**config.mk**
```make
export PLATFORM = sky130hd
export DESIGN_NAME = mfcsm_front
export DESIGN_NICKNAME = d
export VERILOG_FILES = /design/src/hw/rtl/mfcsm_pkg.sv /design/src/hw/rtl/mfcsm_front.sv
export SDC_FILE = /design/constraint.sdc
export NUM_CORES = 1
export LEC_CHECK = 0
export CELL_PAD_IN_SITES_DETAIL_PLACEMENT = 1
export CELL_PAD_IN_SITES_GLOBAL_PLACEMENT = 2
export CORE_ASPECT_RATIO = 0.7
export CORE_MARGIN = 1.5
export CORE_UTILIZATION = 25
export DETAILED_ROUTE_END_ITERATION = 7
export DONT_BUFFER_PORTS = 1
export HOLD_SLACK_MARGIN = 0.12
export PLACE_DENSITY = 0.6
export SYNTH_ARGS = -nofsm -noshare
export SYNTH_HDL_FRONTEND = slang
export SYNTH_SLANG_ARGS = --single-unit
```
**constraint.sdc**
```tcl
create_clock -name clk -period 11.7 [get_ports clk]
set_clock_uncertainty 0.05 [all_clocks]
set_input_delay 2.34 -clock clk [delete_from_list [all_inputs] [get_ports clk]]
set_output_delay 2.34 -clock clk [all_outputs]
set_load 0.05 [all_outputs]
```
**src/hw/rtl/mfcsm_pkg.sv**
```systemverilog
// Package with shared types and constants of the four-voice sample mixer.
package mfcsm_pkg;

	localparam int SAMPLE_MEM_DEPTH_DEF = 65536;
	localparam int NUM_VOICES_DEF       = 4;
	localparam int NUM_INSTRUMENTS_DEF  = 31;

	localparam logic [23:0] INC_NUMERATOR = 24'd10638960;
	localparam logic [6:0]  VOL_MAX       = 7'd64;
	localparam logic [3:0]  EFF_PORTA     = 4'h3;
	localparam logic [3:0]  EFF_SET_VOL   = 4'hC;
	localparam int          QUEUE_DEPTH   = 2;

	typedef enum logic [1:0] {
		FUNC_SAMPLE = 2'd0,
		FUNC_HEADER = 2'd1,
		FUNC_NOTE   = 2'd2,
		FUNC_GEN    = 2'd3
	} func_t;

	typedef struct packed {
		func_t       func;
		logic [15:0] addr;
		logic [7:0]  data_byte;
		logic [4:0]  instrument;
		logic [16:0] inst_length;
		logic [16:0] loop_start;
		logic [16:0] loop_length;
		logic [6:0]  default_volume;
		logic [1:0]  channel;
		logic [11:0] period;
		logic [3:0]  effect;
		logic [7:0]  param;
	} req_t;

endpackage

```
**src/hw/rtl/mfcsm_front.sv**
```systemverilog
// Front part: accepts requests and holds them in a short queue for the back part.
module mfcsm_front
	import mfcsm_pkg::*;
(
	input  logic clk,
	input  logic arst_n,
	input  logic in_valid,
	output logic in_stall,
	input  req_t in_req,
	output logic q_valid,
	input  logic q_take,
	output req_t q_req
);

	localparam int PW = (QUEUE_DEPTH > 1) ? $clog2(QUEUE_DEPTH) : 1;

	req_t            mem_q [QUEUE_DEPTH];
	logic [PW-1:0]   wr_q, rd_q;
	logic [PW:0]     cnt_q;
	logic            push, pop;

	assign in_stall = (cnt_q == (PW+1)'(QUEUE_DEPTH)) ? 1'b1 : 1'b0;
	assign push     = in_valid && !in_stall;
	assign q_valid  = cnt_q != '0;
	assign pop      = q_valid && q_take;
	assign q_req    = mem_q[rd_q];

	always_ff @(posedge clk) begin
		if (push) begin
			mem_q[wr_q] <= in_req;
		end
	end

	always_ff @(posedge clk or negedge arst_n) begin
		if (!arst_n) begin
			wr_q  <= '0;
			rd_q  <= '0;
			cnt_q <= '0;
		end else begin
			if (push) begin
				wr_q <= (wr_q == PW'(QUEUE_DEPTH - 1)) ? '0 : wr_q + 1'b1;
			end
			if (pop) begin
				rd_q <= (rd_q == PW'(QUEUE_DEPTH - 1)) ? '0 : rd_q + 1'b1;
			end
			cnt_q <= cnt_q + {{PW{1'b0}}, push} - {{PW{1'b0}}, pop};
		end
	end

endmodule

```
==> impl_metrics.yaml <==
clock_network:
  cts.clk_slew.worst_paths_ns: 0.06
  cts_setup_buffers: 0
  clk_path_buf_depth: 3
  postCtsResizedCells: 0
  h-tree-depth: 1
  cts_made_buffers: 24
  clock_latency_ns: 0.52
  cts_tree: "yes"
  clock-root-buffer: "clkbuf_16"
  cts_hold_buffers: 0
  cts.sinks: 234
synth:
  yosysSeqAreaShare_pct: 81.0
  ys_types: 16
  synth_top_area_share_pct: 79.8
  yosysMostFrequentCell: "edfxtp_1"
  yosysWarnings: 0
  synthTopCellsByCount: "230 x edfxtp_1, 75 x mux2_2, 40 x mux2_4"
  ys.flop_type: "edfxtp_1"
  async_reset_ff_share_pct: 1.71
  synth_cells: 376
  syn_area_um2: 8650
  synth_seq_cells: 234
  synth_fp_nets: 497
  synthTopCellsByArea: "edfxtp_1 80%, mux2_2 9.8%, mux2_4 6.9%"
  yosys.area.top_type: "edfxtp_1"
  synth_edf_count: 230
  syn_avg_cell_area_um2: 23.0
min_path:
  min_to: "cnt_q[0]"
  holdCritStartpoint: "cnt_q[0]"
  whs_path_depth: 1
  hold_path.class: "reg2reg"
floorplanning:
  rows: 56
  die_h_um: 159
  ios: 236
  dieArea_um2: 35800
  die_w_um: 225
  core_um2: 33800
  start_util_pct: 25.6
power_and_ir_drop:
  max-vdd-ir-drop_uv: 164
  power_frac_clock_pct: 22.7
  intPower_w: 0.00183
  power_frac_seq_pct: 39.5
  p_sw_share_pct: 41.5
  combPwrFrac_pct: 37.8
  power.leakage_nw: 3.23
  powerDensity_nw_per_um2: 315
  p_switching_w: 0.00130
routing:
  drt_iter0_markers: 134
  vias: 3447
  drc: 0
  drt-wirelength-per-cell_um: 18.9
  drtAntennaViolNets: 0
  first_pass_iters: 4
  drt-total-wl_um: 16600
  vias_per_cell: 3.94
global_routing:
  grt_pass1_vias: 3724
  grt_pass1_wl_um: 23400
  track_usage_pct: 8.79
  grt_max_degree: 63
  antenna_found_initial: 0
  gr-total-overflow: 0
setup_path:
  startpoint_type: "flip-flop"
  slowest_stage: "dfrtp_4"
  arrival_ns: 3.03
  path_class: "reg2out"
  cp_data_required_time_ns: 9.31
  end_kind: "primary output"
  max_stage_delay_ns: 0.94
  reg2regPathDepth: 3
  r2r_end: "mem_q[1][96]"
  r2r_start: "cnt_q[1]"
  path_buf_inv: 1
  cpLargestDelayFamily: "flip-flops"
  r2r_slack_ns: 9.06
  crit_fanout: 62
  path_cells: "buf_4, mux2_2"
layout:
  antenna_cells: 0
  area_growth_pct: 14.6
  stdcell_count: 875
  post-route-util_pct: 29.4
  num-nets-final: 514
  drive_above_1_share_pct: 37.2
  final_area_um2: 9920
sta:
  finalHoldViolations: 0
  min_period_over_period_pct: 46.3
  period_needed_ns: 5.42
  setup_viol: 0
  final.setup.tns_ns: 0
  max_slew_margin_pct: 35.8
  max_slew.worst_pin.slew_ns: 0.963
  slew_viol_final: 0
  fmax_mhz: 185
  rsz0062_at_grt: "no"
status:
  status: "completed"
place:
  dp_hpwl_um: 11000
  dp_cells: 831
  place_congestion: 0.686
  place_area_um2: 9180
  port-buffer-count: 0
run:
  drv_cap: 0
==> cell usage in the layout, fill, tap and decap left out <==
cell type / n
edfxtp_1: 230
xnor2_1: 3
clkinv_1: 12
or2_2: 1
clkinvlp_4: 2
and3_4: 1
mux2_4: 40
ha_1: 2
inv_1: 2
and2_1: 1
mux2_2: 75
clkbuf_1: 2
clkinv_4: 1
dfrtp_4: 1
nand2_1: 1
dfrtp_1: 3
xor2_1: 1
bufinv_16: 1
nor2_4: 1
clkbuf_16: 25
buf_4: 4
clkinv_2: 1
nand2b_1: 1
==> cells by family (layout without fill, tap and decap cells) <==
kind of cell | after synthesis | count (layout) | share of synthesized area (%)
buffers and inverters | 15 | 50 | 1.27
xor gates and xnor gates | 4 | 4 | 0.405
muxes | 115 | 115 | 16.7
adders and majority gates | 2 | 2 | 0.289
DFF | 234 | 234 | 81.0
and+or+nand+nor | 6 | 6 | 0.376
==> routing by layer <==
| layer | global-route usage (%) | part of all wire, % |
|---|---|---|
| met5 | 0 | 0 |
| met1 | 9.51 | 37 |
| met2 | 14.7 | 49 |
| met4 | 3.10 | 3.1 |
| met3 | 4.72 | 11 |
==> metrics by stage <==
| step | power [W] | setup slack [ns] | hold WS [ns] |
|---|---|---|---|
| after floorplan | 0.00235 | 3.84 | 0.410 |
| after global placement | 0.00243 | 6.86 | 0.429 |
| after detailed placement | 0.00245 | 6.81 | 0.466 |
| after CTS | 0.00318 | 6.23 | 0.485 |
| after global routing | 0.00324 | 6.11 | 0.504 |
| final | 0.00313 | 6.28 | 0.482 |
==> registers in the layout, indices dropped and copies added, names as in the netlist <==
name   flops
wr_q       1
rd_q       1
cnt_q      2
mem_q    230
==> cell type report <==
class                      count  area, um^2
fill                        3452       23900
sequential                   234        7010
multi-input combinational    127        1550
clock buffer                  27         633
tap                          464         581
clock inverter                17         104
timing repair buffer           4        30.0
inverter                       2        7.51
==> worst max path at each step <==
stage	start	endpoint	slack, ns	cells past startpoint
3_5_place_dp	rd_q	q_req[97]	6.81	2
2_1_floorplan	in_valid	mem_q[0][0]	3.84	2
6_report	rd_q	q_req[97]	6.28	2
5_1_grt	rd_q	q_req[94]	6.11	2
4_1_cts	rd_q	q_req[97]	6.23	2
3_3_place_gp	rd_q	q_req[94]	6.86	2
==> worst register-to-register path, stage by stage (launching register included) <==
cell and delay, ns:
dfrtp_1 0.42, nand2b_1 0.15, and3_4 0.69, buf_4 0.83
==> power groups by stage <==
| stage | clock (W) | combinational, W | sequential, W |
|---|---|---|---|
| 3_5_place_dp | 0 | 0.00119 | 0.00126 |
| 5_1_grt | 0.000764 | 0.00122 | 0.00126 |
| 3_3_place_gp | 0 | 0.00118 | 0.00125 |
| 2_1_floorplan | 0 | 0.00113 | 0.00122 |
| 4_1_cts | 0.000742 | 0.00120 | 0.00124 |
| 6_report | 0.000710 | 0.00118 | 0.00124 |
Note: power is estimated with default switching activity, not from simulation.
